**src/sv/csa_pkg.sv**
```systemverilog
// shared types, constants and helper functions for the clock, stopwatch and alarm block
`timescale 1ns / 1ps

package csa_pkg;

   localparam int LAP_DEPTH   = 4;
   localparam int COUNT_WIDTH = 24;

   localparam logic [6:0] PHASE_TOP  = 7'd99;   // 100 ticks of 10 ms per second
   localparam logic [4:0] HOUR_TOP   = 5'd23;
   localparam logic [5:0] MINUTE_TOP = 6'd59;
   localparam logic [5:0] SECOND_TOP = 6'd59;
   localparam logic [6:0] SNOOZE_MIN = 7'd5;
   localparam logic [6:0] HOUR_MINS  = 7'd60;

   typedef enum logic [1:0] {
      FUNC_TICK       = 2'd0,
      FUNC_LOAD_CLOCK = 2'd1,
      FUNC_LOAD_ALARM = 2'd2,
      FUNC_NOP        = 2'd3
   } func_type;

   typedef enum logic [2:0] {
      MODE_TIMEKEEP = 3'd0,
      MODE_SET      = 3'd1,
      MODE_WATCH    = 3'd2,
      MODE_RING     = 3'd3,
      MODE_OTHER    = 3'd4
   } mode_type;

   typedef struct packed {
      logic [1:0] func;
      logic [4:0] hour;
      logic [5:0] minute;
      logic [5:0] second;
      logic       alarm_on;
      logic       mode_write;
      logic [2:0] mode_value;
      logic       start_stop;
      logic       reset_button;
   } req_type;

   typedef struct packed {
      logic [4:0]             clock_hour;
      logic [5:0]             clock_minute;
      logic [5:0]             clock_second;
      logic                   clock_update;
      logic [COUNT_WIDTH-1:0] stopwatch_shown;
      logic [COUNT_WIDTH-1:0] lap_newest;
      logic [COUNT_WIDTH-1:0] lap_second;
      logic [COUNT_WIDTH-1:0] lap_third;
      logic [COUNT_WIDTH-1:0] lap_oldest;
      logic                   stopwatch_update;
      mode_type               mode_now;
   } rsp_type;

   function automatic mode_type sat_mode(input logic [2:0] value);
      mode_type m;
      unique case (value)
         3'd0:    m = MODE_TIMEKEEP;
         3'd1:    m = MODE_SET;
         3'd2:    m = MODE_WATCH;
         3'd3:    m = MODE_RING;
         default: m = MODE_OTHER;
      endcase
      return m;
   endfunction

   function automatic logic [4:0] sat_hour(input logic [4:0] value);
      return (value > HOUR_TOP) ? HOUR_TOP : value;
   endfunction

   function automatic logic [5:0] sat_sixty(input logic [5:0] value);
      return (value > MINUTE_TOP) ? MINUTE_TOP : value;
   endfunction

endpackage

```
**src/sv/csa_core.sv**
```systemverilog
// timekeeping, stopwatch and alarm state with its single-pass next-state logic
`timescale 1ns / 1ps

module csa_core (
   input  logic             clock,
   input  logic             reset,
   input  logic             fire,
   input  csa_pkg::req_type item,
   output csa_pkg::rsp_type result
);
   import csa_pkg::*;

   logic [6:0]             phase_ff, phase_in;
   logic [4:0]             hour_ff, hour_in;
   logic [5:0]             minute_ff, minute_in;
   logic [5:0]             second_ff, second_in;
   logic [COUNT_WIDTH-1:0] count_ff, count_in;
   logic [COUNT_WIDTH-1:0] latched_ff, latched_in;
   logic [COUNT_WIDTH-1:0] lap_ff [LAP_DEPTH];
   logic [COUNT_WIDTH-1:0] lap_in [LAP_DEPTH];
   logic                   running_ff, running_in;
   logic                   in_lap_ff, in_lap_in;
   logic                   recorded_ff, recorded_in;
   logic                   edit_min_ff, edit_min_in;
   mode_type               mode_ff, mode_in;
   logic [4:0]             al_hour_ff, al_hour_in;
   logic [5:0]             al_minute_ff, al_minute_in;
   logic                   al_enabled_ff, al_enabled_in;

   mode_type   mode_w;
   logic       clk_upd, sw_upd, push, clear_lap, roll_min;
   logic [6:0] snooze_sum;

   always_comb begin
      phase_in      = phase_ff;
      hour_in       = hour_ff;
      minute_in     = minute_ff;
      second_in     = second_ff;
      count_in      = count_ff;
      latched_in    = latched_ff;
      lap_in        = lap_ff;
      running_in    = running_ff;
      in_lap_in     = in_lap_ff;
      recorded_in   = recorded_ff;
      edit_min_in   = edit_min_ff;
      al_hour_in    = al_hour_ff;
      al_minute_in  = al_minute_ff;
      al_enabled_in = al_enabled_ff;
      clk_upd       = 1'b0;
      sw_upd        = 1'b0;
      push          = 1'b0;
      clear_lap     = 1'b0;
      roll_min      = 1'b0;
      snooze_sum    = {1'b0, al_minute_ff} + SNOOZE_MIN;

      mode_w  = item.mode_write ? sat_mode(item.mode_value) : mode_ff;
      mode_in = mode_w;

      unique case (item.func)
         FUNC_LOAD_CLOCK: begin
            hour_in    = sat_hour(item.hour);
            minute_in  = sat_sixty(item.minute);
            second_in  = sat_sixty(item.second);
            latched_in = '0;
            clk_upd    = (mode_w == MODE_TIMEKEEP) || (mode_w == MODE_SET);
         end
         FUNC_LOAD_ALARM: begin
            al_hour_in    = sat_hour(item.hour);
            al_minute_in  = sat_sixty(item.minute);
            al_enabled_in = item.alarm_on;
         end
         FUNC_TICK: begin
            if (mode_w == MODE_SET) begin
               // time frozen, buttons step the edited field
               if (item.start_stop) begin
                  if (!edit_min_ff) begin
                     hour_in = (hour_ff >= HOUR_TOP) ? '0 : hour_ff + 5'd1;
                  end else begin
                     minute_in = (minute_ff >= MINUTE_TOP) ? '0 : minute_ff + 6'd1;
                  end
                  latched_in = '0;
                  clk_upd    = 1'b1;
               end
               if (item.reset_button) begin
                  edit_min_in = !edit_min_ff;
               end
            end else begin
               if (mode_w == MODE_WATCH) begin
                  if (item.start_stop) begin
                     if (!running_ff && !in_lap_ff) begin
                        running_in  = 1'b1;
                        recorded_in = 1'b0;
                     end else if (running_ff) begin
                        running_in  = 1'b0;
                        in_lap_in   = 1'b1;
                        recorded_in = 1'b0;
                     end else begin
                        in_lap_in  = 1'b0;
                        running_in = 1'b1;
                     end
                     sw_upd = 1'b1;
                  end
                  if (!in_lap_ff) begin
                     latched_in = count_ff;
                  end
                  // at most one push per lap, of the frozen display value
                  push = in_lap_ff && !recorded_ff;
                  if (push) begin
                     recorded_in = 1'b1;
                     for (int i = LAP_DEPTH - 1; i > 0; i--) begin
                        lap_in[i] = lap_ff[i-1];
                     end
                     lap_in[0] = latched_ff;
                  end
                  clear_lap = item.reset_button && in_lap_ff;
                  if (clear_lap) begin
                     latched_in = '0;
                     for (int i = 0; i < LAP_DEPTH; i++) begin
                        lap_in[i] = '0;
                     end
                     in_lap_in = 1'b0;
                     sw_upd    = 1'b1;
                  end
                  if (running_ff) begin
                     sw_upd = 1'b1;
                  end
               end

               if (running_ff || in_lap_ff) begin
                  count_in = clear_lap ? COUNT_WIDTH'(1) : count_ff + COUNT_WIDTH'(1);
               end

               if (phase_ff >= PHASE_TOP) begin
                  phase_in = '0;
                  if (second_ff >= SECOND_TOP) begin
                     second_in = '0;
                     roll_min  = 1'b1;
                  end else begin
                     second_in = second_ff + 6'd1;
                  end
                  if (roll_min) begin
                     if (minute_ff >= MINUTE_TOP) begin
                        minute_in = '0;
                        hour_in   = (hour_ff >= HOUR_TOP) ? '0 : hour_ff + 5'd1;
                     end else begin
                        minute_in = minute_ff + 6'd1;
                     end
                  end
                  clk_upd = (mode_w == MODE_TIMEKEEP);
               end else begin
                  phase_in = phase_ff + 7'd1;
               end

               // snooze moves the alarm five minutes on, wrapping at midnight
               if ((mode_w == MODE_RING) && item.reset_button) begin
                  if (snooze_sum >= HOUR_MINS) begin
                     al_minute_in = 6'(snooze_sum - HOUR_MINS);
                     al_hour_in   = (al_hour_ff >= HOUR_TOP) ? '0 : al_hour_ff + 5'd1;
                  end else begin
                     al_minute_in = snooze_sum[5:0];
                  end
                  mode_in = MODE_TIMEKEEP;
               end

               if (al_enabled_ff && (hour_in == al_hour_in) && (minute_in == al_minute_in)) begin
                  mode_in = MODE_RING;
               end
            end
         end
         default: ;
      endcase

      result.clock_hour       = hour_in;
      result.clock_minute     = minute_in;
      result.clock_second     = second_in;
      result.clock_update     = clk_upd;
      result.stopwatch_shown  = latched_in;
      result.lap_newest       = lap_in[0];
      result.lap_second       = lap_in[1];
      result.lap_third        = lap_in[2];
      result.lap_oldest       = lap_in[3];
      result.stopwatch_update = sw_upd;
      result.mode_now         = mode_in;
   end

   always_ff @(posedge clock) begin
      if (reset) begin
         phase_ff      <= '0;
         hour_ff       <= '0;
         minute_ff     <= '0;
         second_ff     <= '0;
         count_ff      <= '0;
         latched_ff    <= '0;
         for (int i = 0; i < LAP_DEPTH; i++) begin
            lap_ff[i] <= '0;
         end
         running_ff    <= 1'b0;
         in_lap_ff     <= 1'b0;
         recorded_ff   <= 1'b0;
         edit_min_ff   <= 1'b0;
         mode_ff       <= MODE_TIMEKEEP;
         al_hour_ff    <= '0;
         al_minute_ff  <= '0;
         al_enabled_ff <= 1'b0;
      end else if (fire) begin
         phase_ff      <= phase_in;
         hour_ff       <= hour_in;
         minute_ff     <= minute_in;
         second_ff     <= second_in;
         count_ff      <= count_in;
         latched_ff    <= latched_in;
         lap_ff        <= lap_in;
         running_ff    <= running_in;
         in_lap_ff     <= in_lap_in;
         recorded_ff   <= recorded_in;
         edit_min_ff   <= edit_min_in;
         mode_ff       <= mode_in;
         al_hour_ff    <= al_hour_in;
         al_minute_ff  <= al_minute_in;
         al_enabled_ff <= al_enabled_in;
      end
   end

endmodule

```
**src/sv/clock_stopwatch_alarm_top.sv**
```systemverilog
// top level of the digital clock with stopwatch, lap history and alarm
//
// usage
//   request channel (req_): one transaction per 10 ms tick, clock load or alarm load,
//   carrying button presses and an optional mode write; accepted on a clock edge
//   with req_valid high and req_stall low
//   response channel (rsp_): exactly one transaction per request, in order, with
//   the time, stopwatch display, four lap times, update flags and current mode
//   path: a request passes through the input register, then the result register
//   loaded by the single-pass state update, which a response stall can hold back
//   throughput: one transaction per cycle while the response side does not stall;
//   every item updates the whole state in one pass between the input and result
//   registers
//   stall: while rsp_stall holds a waiting response, one more request is still
//   taken into the input register; req_stall rises only when both registers are
//   full and the response side stalls
//   reset: synchronous, clears both valid flags and all state to 00:00:00, the
//   stopwatch idle at zero, clock mode and the alarm disabled
`timescale 1ns / 1ps

module clock_stopwatch_alarm_top (
   input  logic                            clock,
   input  logic                            reset,
   input  logic                            req_valid,
   output logic                            req_stall,
   input  logic [1:0]                      req_func,
   input  logic [4:0]                      req_hour,
   input  logic [5:0]                      req_minute,
   input  logic [5:0]                      req_second,
   input  logic                            req_alarm_on,
   input  logic                            req_mode_write,
   input  logic [2:0]                      req_mode_value,
   input  logic                            req_start_stop,
   input  logic                            req_reset_button,
   output logic                            rsp_valid,
   input  logic                            rsp_stall,
   output logic [4:0]                      rsp_clock_hour,
   output logic [5:0]                      rsp_clock_minute,
   output logic [5:0]                      rsp_clock_second,
   output logic                            rsp_clock_update,
   output logic [csa_pkg::COUNT_WIDTH-1:0] rsp_stopwatch_shown,
   output logic [csa_pkg::COUNT_WIDTH-1:0] rsp_lap_newest,
   output logic [csa_pkg::COUNT_WIDTH-1:0] rsp_lap_second,
   output logic [csa_pkg::COUNT_WIDTH-1:0] rsp_lap_third,
   output logic [csa_pkg::COUNT_WIDTH-1:0] rsp_lap_oldest,
   output logic                            rsp_stopwatch_update,
   output logic [2:0]                      rsp_mode_now
);
   import csa_pkg::*;

   // input register
   req_type item_ff, item_in;
   logic    item_valid_ff, item_valid_in;

   // result register
   rsp_type rsp_ff, rsp_in;
   logic    rsp_valid_ff, rsp_valid_in;

   logic advance;   // item moves from input register into result register

   assign advance   = item_valid_ff && (!rsp_valid_ff || !rsp_stall);
   assign req_stall = item_valid_ff && rsp_valid_ff && rsp_stall;

   always_comb begin
      item_in.func         = req_func;
      item_in.hour         = req_hour;
      item_in.minute       = req_minute;
      item_in.second       = req_second;
      item_in.alarm_on     = req_alarm_on;
      item_in.mode_write   = req_mode_write;
      item_in.mode_value   = req_mode_value;
      item_in.start_stop   = req_start_stop;
      item_in.reset_button = req_reset_button;

      // input register refills whenever it is not held back
      item_valid_in = req_stall ? item_valid_ff : req_valid;

      // result register keeps a stalled response, otherwise takes what advances
      rsp_valid_in = advance || (rsp_valid_ff && rsp_stall);
   end

   // state lives in the core and updates on each advancing item
   csa_core u_core (
      .clock  (clock),
      .reset  (reset),
      .fire   (advance),
      .item   (item_ff),
      .result (rsp_in)
   );

   always_ff @(posedge clock) begin
      if (reset) begin
         item_valid_ff <= 1'b0;
         rsp_valid_ff  <= 1'b0;
      end else begin
         item_valid_ff <= item_valid_in;
         rsp_valid_ff  <= rsp_valid_in;
      end
   end

   // payload registers, no reset
   always_ff @(posedge clock) begin
      if (!req_stall && req_valid) begin
         item_ff <= item_in;
      end
      if (advance) begin
         rsp_ff <= rsp_in;
      end
   end

   assign rsp_valid            = rsp_valid_ff;
   assign rsp_clock_hour       = rsp_ff.clock_hour;
   assign rsp_clock_minute     = rsp_ff.clock_minute;
   assign rsp_clock_second     = rsp_ff.clock_second;
   assign rsp_clock_update     = rsp_ff.clock_update;
   assign rsp_stopwatch_shown  = rsp_ff.stopwatch_shown;
   assign rsp_lap_newest       = rsp_ff.lap_newest;
   assign rsp_lap_second       = rsp_ff.lap_second;
   assign rsp_lap_third        = rsp_ff.lap_third;
   assign rsp_lap_oldest       = rsp_ff.lap_oldest;
   assign rsp_stopwatch_update = rsp_ff.stopwatch_update;
   assign rsp_mode_now         = rsp_ff.mode_now;

endmodule

```
**config.mk**
```make
export PLATFORM = sky130hd
export DESIGN_NAME = clock_stopwatch_alarm_top
export DESIGN_NICKNAME = d
export VERILOG_FILES = /design/src/sv/csa_pkg.sv /design/src/sv/csa_core.sv /design/src/sv/clock_stopwatch_alarm_top.sv
export SDC_FILE = /design/constraint.sdc
export NUM_CORES = 1
export LEC_CHECK = 0
export ABC_AREA = 0
export BUFFER_PORTS_ARGS = -buffer_cell sky130_fd_sc_hd__buf_2
export CAP_MARGIN = 40
export CORE_ASPECT_RATIO = 0.5
export CORE_MARGIN = 4
export CORE_UTILIZATION = 53
export CTS_CLUSTER_SIZE = 40
export DETAILED_ROUTE_END_ITERATION = 10
export PLACE_DENSITY = 0.76
export REMOVE_ABC_BUFFERS = 1
export SETUP_SLACK_MARGIN = 0.02
export SKIP_LAST_GASP = 1
export SLEW_MARGIN = 40
export SYNTH_ARGS = -nofsm -noshare
export SYNTH_HDL_FRONTEND = slang
export SYNTH_HIERARCHICAL = 1
export SYNTH_SLANG_ARGS = --single-unit
export TNS_END_PERCENT = 30
```
**constraint.sdc**
```tcl
create_clock -name clock -period 13.3 [get_ports clock]
set_clock_uncertainty 0.05 [all_clocks]
set_input_delay 1.33 -clock clock [delete_from_list [all_inputs] [get_ports clock]]
set_output_delay 1.33 -clock clock [all_outputs]
set_load 0.01 [all_outputs]
```
* Yosys cells after proc, flatten, opt, wreduce, memory -nomap -nowiden
Cells that the tools add are included.
** Word-level totals
- Input bits :: 30
- Word-level logic and storage cells :: 191
- Output and inout bits :: 144
- Flip-flop bits (word level) :: 357
** Cells by class
- Add/subtract/negate cells :: 8
- Magnitude comparators :: 9
- Bitwise operators :: 3
- Mux-type cells :: 81
- Reduce and logical (&&, ||, !) cells :: 38
- Eq/ne operators :: 12
** Operator list (number)
- $mux 96 :: 5
- $mux 24 :: 6
- $mux 6 :: 18
- $mux 5 :: 16
- $pmux 24 s2 :: 1
- $pmux 6 s2 :: 3
- $add 24x1->24 const B :: 1
- $mux 1 :: 22
- $pmux 5 s2 :: 2
- $mux 3 :: 5
- $add 6x1->6 const B :: 2
- $eq 3x2->1 const B :: 4
- $ge 6x6->1 const B :: 2
- $gt 6x6->1 const B :: 2
- $pmux 3 s4 :: 1
- $reduce_and 6->1 :: 2
- $logic_and 1x1->1 :: 11
- $add 5x1->5 const B :: 2
- $ge 5x5->1 const B :: 2
- $reduce_and 4->1 :: 2
- $add 6x3->7 const B :: 1
- $add 7x1->7 const B :: 1
- $ge 7x6->1 const B :: 1
- $ge 7x7->1 const B :: 1
- 21 further kinds :: 38

* Logic depth before layout (Yosys ltp)
Gate-level depths: netlist of run 1.
- Word-level depth :: 16
- Gate-level depth with buffers :: 14
- Mapped depth without buffers :: 12

* Modules after synthesis
Netlist of run 1, hierarchy kept.
** By module, submodules not included
- csa_core :: area each 10536.4 um2, instances 1, seq. area each 3743.6 um2, cells each 1259
- clock_stopwatch_alarm_top :: area each 5131.2 um2, instances 1, seq. area each 5084.9 um2, cells each 178

* Worst setup path after synthesis of run 1
Ideal clock, no wire load.
- Kind :: input to register
- From :: input rsp_stall
- To :: register u_core.count_ff[21]
- Data required time :: 13.122 ns
- Path buffers :: 2
- Setup slack :: -0.458 ns
- Stages on the path :: 10
- Arrival time :: 13.581 ns
- Library setup time :: 0.128 ns
- Cell sequence :: a21boi_0 -> clkbuf_1 -> nand2_1 -> nor3_1 -> clkbuf_1 -> nand4_1 -> nor4_1 -> nand3_1 -> xor2_1 -> nor2_1
** Between the ends
- Cells in the longest elaborated chain, start to end :: 4
** Ends and longest elaborated chain
- from (decl) :: line clock_stopwatch_alarm_top.sv:36 : input logic rsp_stall,
- $logic_not 1->1 :: line clock_stopwatch_alarm_top.sv:61 : assign advance = item_valid_ff && (!rsp_valid_ff || !rsp_stall);
- $logic_or 1x1->1 :: line clock_stopwatch_alarm_top.sv:61
- $logic_and 1x1->1 :: line clock_stopwatch_alarm_top.sv:61
- $reduce_and 4->1 (no source line)
- to (signal assigned) :: line csa_core.sv:210 : count_ff <= count_in;
- to (decl) :: line csa_core.sv:17 : logic [COUNT_WIDTH-1:0] count_ff, count_in;
No other way between the ends.
A chain may end at the register's enable or synchronous reset.

==> impl_results.md, run 1 <==
* Run status: completed
* # hold bufs at CTS at 0
* GPL Wtd Cong at around 0.83
* Die height at approximately 130 um
* Final non-filler cell total at a little under 2k
* Period utilisation layout at 28.2%
* DR vias/cell at around 5.7
* LEAKAGE at ~6.5 nW
* Hold Path Sink: u_core/al_enabled_ff$_SDFFE_PP0P_
* Peak VDD IR at about 0.093 mV
* Int Power at about 1.7 mW
* Achievable Freq at approximately 0.27 GHz
* Post-Syn Area at 15700 um2
* Required @ worst endpoint at between 10 and 15 ns
* Final core occ at 61.4%
* Max clock buf depth at 3
* Post-synth top area cell: edfxtp_1
* DR WL/cell at 16.8 um
* Total gr overflow at 0
* Reg2reg start: item_ff[5]$_DFFE_PP_
* # IOs at 174
* Seq cells post-synth at 357
* Ys Warns at 6
* Root Driver: clkbuf_16
* H-Tree Depth at 1
* Die Wd at 251 um
* Net Sw Power at a little over 0.5 mW
* Area of the die at 32500 um2
* Core region area at between 20000 and 30000 um2
* Largest cells by area after synthesis: edfxtp_1 (32%), dfxtp_1 (24%), mux2i_1 (15%), nor2_1 (7.4%), a21oi_1 (1.6%)
* Comb pwr share at around 6.2%
* DR pass1 iterations at 5
* Global-route usage over all layers at 19.9%
* Multi-input logic area at between 6000 and 7000 um2
* Top cells by count, synth: nor2_1 (310), mux2i_1 (241), dfxtp_1 (189)
* Ys async rst share at 0%
* Register Area at roughly 8800 um2
* CP Capture Type: flop
* Post-synthesis sequential area ratio at around 56%
* Pins Over Slew Limit at 0
* Worst Reg-to-Reg Cells at 10
* CTS tree: done
* First-pass GRT wire length at approximately 54000 um
* Final Hold Viols at 0
* Number of flops mapped to enable cells by yosys at between 150 and 200
* Largest net degree at the start of global routing at about 160
* Total CTS buffers at 30
* Initial antenna violation count at 0
* Layout area overhead at 13.8%
* Post-Route WL at 33300 um
* Clk pwr share at about two fifths
* Seq pwr share at a little over half
* Area share of the largest cell type after synthesis at about a third
* CP arrival at between 4 and 5 ns
* Post-CTS Setup Bufs at 0
* Number of global-route vias before repair at between 10k and 15k
* Placement row count at between 40 and 50
* Crit-path max FO at 56
* Worst slew pin tran at 0.830 ns
* Cts repair resizes at 0
* DRT iter0 DRCs at 737
* # setup viols final at 0
* # Max-Cap Violations at 0
* Synthesized instance count at about 1.4k
* Min Tclk post-route at approximately 3.7 ns
* HPWL Detailed at approximately 22000 um
* Switch share at between 20 and 25%
* Layout cell share with drive strength beyond 1 at 16.6%
* Clock Sinks at 357
* ANT cells at 0
* Hold Startpoint: u_core/al_enabled_ff$_SDFFE_PP0P_
* Most numerous cell in the Yosys netlist: nor2_1
* Hold Crit Class: reg2reg
* DRC at 0
* Routed Antenna Nets at 0
* Startpoint Class: flop
* Setup Crit Path Kind: reg2reg
* Initial Util at roughly 54%
* Later-pin clock latency in the skew report at between 0.5 and 0.6 ns
* Mean Syn Cell Area at about 11 um2
* Cell Count Post-Placement at 1926
* Ys flop type: dfxtp_1
* Clock transition at path regs at roughly 0.07 ns
* DR vias at between 10k and 15k
* Power Density at between 100 and 150 nW/um2
* Worst Hold Path Cells at 2
* Rel. slew slack at between 40 and 50%
* R2r setup slk at about 9.6 ns
* RR Endpoint: u_core/lap_ff[16]$_SDFFE_PP0P_
* I/O Buffers at ~170
* FILL cells at 2314
* RSZ-0062 raised after global routing: false
* Synth unique cells at 80
* Final nets at about 1.6k
flip-flops by register name (all words and copies together), names as in the netlist, 3 cells and up:
signal	cells
item_ff	26
rsp_clock_hour	5
rsp_clock_minute	6
rsp_clock_second	6
rsp_lap_newest	24
rsp_lap_oldest	24
rsp_lap_second	24
rsp_lap_third	24
rsp_mode_now	3
rsp_stopwatch_shown	24
u_core/al_hour_ff	5
u_core/al_minute_ff	6
u_core/count_ff	24
u_core/hour_ff	5
u_core/lap_ff	96
u_core/latched_ff	24
u_core/minute_ff	6
u_core/mode_ff	3
u_core/phase_ff	7
u_core/second_ff	6
how the worst max path moves through the flow:
stage	slack [ns]	end	cells after the start	start
CTS	9.57	u_core/lap_ff[61]$_SDFFE_PP0P_	10	item_ff[5]$_DFFE_PP_
detailed placement	9.11	u_core/lap_ff[95]$_SDFFE_PP0P_	7	rsp_stall
global route	9.27	u_core/lap_ff[61]$_SDFFE_PP0P_	10	item_ff[5]$_DFFE_PP_
global placement	8.76	u_core/lap_ff[22]$_SDFFE_PP0P_	7	rsp_stall
finish	9.55	u_core/lap_ff[16]$_SDFFE_PP0P_	10	item_ff[5]$_DFFE_PP_
floorplan	-17.76	u_core/count_ff[22]$_SDFFE_PP0P_	9	rsp_stall
power by group through the flow:
stage               combinational [mW]  sequential [mW]  clock (mW)
detailed placement               0.138             1.22           0
global placement                 0.135             1.22           0
CTS                              0.138             1.20       0.890
global route                     0.150             1.20       0.934
finish                           0.138             1.20       0.868
floorplan                        0.129             1.25           0
layer usage:
| layer | track usage, % | share of wire [%] | wire (um) | up-vias |
|---|---|---|---|---|
| met5 | 0 | 0 | 0 | - |
| met4 | 4.24 | 1.7 | 581 | 0 |
| met3 | 3.01 | 4.6 | 1540 | 52 |
| met2 | 36.9 | 52 | 17200 | 271 |
| met1 | 25.0 | 42 | 14000 | 5453 |
| li1 | - | - | - | 5430 |
cells by family after synthesis:
| group | share of synthesized area (%) |
|---|---|
| xor+xnor | 2.46 |
| simple gates | 13.5 |
| buf+inv | 2.72 |
| flops | 56.3 |
| mux | 15.6 |
| compound gates | 8.62 |
| fa+ha+maj | 0.719 |
per-stage QoR:
step           power (mW)  hold slack (ns)   TNS, ns  setup WS, ns  cell area, um2
2_1_floorplan        1.38            0.381  -4828.87        -17.76           15300
3_3_place_gp         1.36            0.396         0          8.76           16800
3_5_place_dp         1.36            0.400         0          9.11           16800
4_1_cts              2.23            0.409         0          9.57           17800
5_1_grt              2.29            0.428         0          9.27           17800
6_report             2.20            0.408         0          9.55           17800
placed cells by master, fill, tap and decap left out, types with 7 or more instances in the layout:
cell type / n
clkbuf_16: 31
o21ai_0: 31
ha_1: 9
a22o_1: 26
nand2b_1: 8
a21o_1: 7
nand4_1: 15
xor2_1: 24
and3_1: 7
dfxtp_1: 189
nand2_1: 58
buf_2: 172
buf_4: 9
edfxtp_1: 168
nor2_1: 307
a211oi_1: 12
xnor2_1: 20
or3_1: 7
nand3_1: 23
a21oi_1: 50
clkinv_2: 8
nor3_1: 18
mux2i_1: 241
inv_1: 14
final cells by class:
type	instances	share of cell area, %
sequential	357	49.5
multi-input combinational	977	36.2
timing repair buffer	187	5.73
clock buffer	39	4.74
tap	391	2.74
clock inverter	17	0.751
inverter	15	0.316
worst max-delay path: stages, from the launching register on:
cell and delay (ns):
edfxtp_1 0.52, or3b_4 0.44, nand2_1 0.13, nand3_1 0.29, nor3b_2 0.26, buf_4 0.60
buf_6 0.62, mux2i_1 0.29, nor2_1 0.08, mux2i_1 0.20, nor2_1 0.05
Note: power is estimated with default switching activity, not from simulation.
==> inputs of run 2 (changes only) <==
==> constraint.sdc (replaced) <==
create_clock -name clock -period 3.35 [get_ports clock]
set_clock_uncertainty 0.05 [all_clocks]
set_input_delay 0.335 -clock clock [delete_from_list [all_inputs] [get_ports clock]]
set_output_delay 0.335 -clock clock [all_outputs]
set_load 0.01 [all_outputs]
==> impl_results.md, run 2 (synthesis results as in run 1) <==
* Largest net degree at the start of global routing at 129 (-18%)
* Met2 Usage GRT at 38.2% (+1.3 points)
* Crit path max-delay cell type: edfxtp_1
* Power Density at 498 nW/um2 (+300%)
* # setup viols final at 0 (unchanged)
* Worst slew pin tran at 0.862 ns (+0.0325 ns)
* Reg2reg start: item_ff[5]$_DFFE_PP_
* First-pass GRT wire length at 55700 um (+2.3%)
* H-Tree Depth at 1 (unchanged)
* Routed Antenna Nets at 0 (unchanged)
* Hold Startpoint: reset
* Layout area overhead at 17.2%
* Pins Over Slew Limit at 0 (unchanged)
* GR peak layer: met2
* Startpoint Class: flop
* Period utilisation layout at 97.2% (+69 points)
* # Max-Cap Violations at 0 (unchanged)
* Slowest stage delay, CP at 0.51 ns (-0.11 ns)
* ANT cells at 0 (unchanged)
* DR vias/cell at 5.63 (-0.37%)
* DR WL/cell at 17.3 um (+3.0%)
* Cell Count Post-Placement at 1938 (+0.62%)
* DR vias at 11.4k (+1.7%)
* Total negative setup slack at 0 ns (unchanged)
* DR pass1 iterations at 7 (+2)
* Number of global-route vias before repair at 11.1k (+0.26%)
* Die height at 130 um (unchanged)
* Global-route usage over all layers at 20.5% (+0.60 points)
* Post-Route WL at 35000 um (+5.2%)
* Die Wd at 251 um (unchanged)
* Total gr overflow at 0 (unchanged)
* DRT iter0 DRCs at 820 (+11%)
* End point of the critical path: u_core/mode_ff[1]$_SDFFE_PP0P_
* RSZ-0062 raised after global routing: true
* Clock Sinks at 357 (unchanged)
* Root Driver: clkbuf_16
* LEAKAGE at 6.72 nW (+3.9%)
* GR met1 Demand/Resource at 25.4% (+0.36 points)
* GPL Wtd Cong at 0.858 (+3.0%)
* Area of the die at 32500 um2 (unchanged)
* Initial Util at 53.9% (unchanged)
* Final non-filler cell total at 2025 (+2.1%)
* Max FFs per register at 96 (unchanged)
* Crit-path max FO at 10 (-82%)
* Crit-path cells: or3b_4, a221o_1, or4_1, o21ai_0, a21o_1, xnor2_1, nor4b_2, nand3_1, a311oi_1
* Hold Crit Class: in2reg
* Met3 Usage GRT at 3.41% (+0.40 points)
* RR Endpoint: u_core/mode_ff[1]$_SDFFE_PP0P_
* Commonest cells after routing, fill and taps aside: nor2_1 (307), mux2i_1 (241), dfxtp_1 (188)
* Achievable Freq at 0.307 GHz (+15%)
* I/O Buffers at 173 (unchanged)
* CTS tree: done
* Initial antenna violation count at 0 (unchanged)
* Worst Reg-to-Reg Cells at 9 (-1)
* Setup crit start: item_ff[5]$_DFFE_PP_
* Run status: completed
* HPWL Detailed at 22800 um (+3.1%)
* Core region area at 29100 um2 (unchanged)
* Later-pin clock latency in the skew report at 0.58 ns (about the same)
* Clock transition at path regs at 0.07 ns (about the same)
* Max clock buf depth at 3 (unchanged)
* R2r setup slk at 0.09 ns (-9.46 ns)
* Reg with most FFs: u_core/lap_ff
* Final worst setup slack at 0.0925 ns (-9.46 ns)
* WHS at 0.182 ns (-0.227 ns)
* Placed Area at 16900 um2 (+0.67%)
* Rel. slew slack at 42.4% (-2.3 points)
* Total CTS buffers at 31 (+3.3%)
* Final nets at 1648 (+2.6%)
* Most common cell after layout, fill and taps aside: nor2_1
* Final Hold Viols at 0 (unchanged)
* Min Tclk post-route at 3.26 ns (-0.492 ns)
* CP arrival at 3.69 ns (-0.45 ns)
* Peak VDD IR at 0.373 mV (+300%)
* Largest registers: u_core/lap_ff x96, item_ff x26
* Placement row count at 44 (unchanged)
* Setup Crit Path Kind: reg2reg
* Layout cell share with drive strength beyond 1 at 17.3% (+0.74 points)
* DP Worst Slack at 0.00814 ns (-9.10 ns)
* CP Capture Type: flop
* Design area at 18400 um2 (+2.9%)
* DRC at 0 (unchanged)
* Required @ worst endpoint at 3.78 ns (-9.91 ns)
* # IOs at 174 (unchanged)
==> run 2: cell count changes in the layout (fill, tap and decap cells not counted), sizes merged <==
cell / before / now
buf: 187 / 199
dlygate4sd3: 0 / 28
clkinv: 14 / 7
inv: 14 / 19
clkbuf: 39 / 44
clkinvlp: 3 / 2
==> run 2: final cells by class <==
class / instances / area (um2)
inverter: 15 / 56.3
tap: 391 / 489
clock inverter: 14 / 131
fill: 2305 / 10700
sequential: 357 / 8830
multi-input combinational: 977 / 6460
clock buffer: 44 / 982
timing repair buffer: 227 / 1410
==> run 2: per-layer routing <==
layer | wire [um] | share of wire (%)
met5 | 0 | 0
met2 | 18200 | 52
met3 | 1680 | 4.8
met4 | 607 | 1.7
met1 | 14600 | 42
==> run 2: critical path, delay by kind of cell, from the launching register on <==
kind / cells / cell delay, ns
and+or+nand+nor: 4 / 1.36
AOI/OAI and AO/OA: 4 / 1.07
DFF: 1 / 0.51
xor gates and xnor gates: 1 / 0.16
==> run 2: power by group <==
group,switching [mW],internal [mW]
Combinational,0.359,0.230
Sequential,0.0741,4.68
Clock,1.65,2.15
==> run 2: metrics by stage <==
step	total power [mW]	util (%)
2_1_floorplan	5.49	-
3_3_place_gp	5.40	58.3
6_report	9.15	63.1
3_5_place_dp	5.41	58.3
4_1_cts	9.21	63.1
5_1_grt	9.45	63.1
==> run 2: worst min-delay path by stage <==
stage                                                     to  slack, ns  depth (start not counted)
final                      u_core/latched_ff[8]$_SDFFE_PP0P_       0.18                          2
after CTS                  u_core/latched_ff[8]$_SDFFE_PP0P_       0.17                          2
after global placement     u_core/al_enabled_ff$_SDFFE_PP0P_       0.41                          2
after floorplan                   item_valid_ff$_SDFFE_PP0N_       0.35                          1
after detailed placement   u_core/al_enabled_ff$_SDFFE_PP0P_       0.41                          2
after global routing      u_core/latched_ff[18]$_SDFFE_PP0P_       0.20                          2
==> run 2: what timing repair did <==
| action | in CTS | in global routing |
|---|---|---|
| endpoints found under the hold margin | 28 | 0 |
| pin swaps | 0 | 2 |
| gates resized for setup | 1 | 3 |
| hold buffers | 28 | 0 |
| setup endpoints to repair | 1 | 5 |
| gates cloned | 0 | 0 |
| buffers inserted | 0 | 1 |
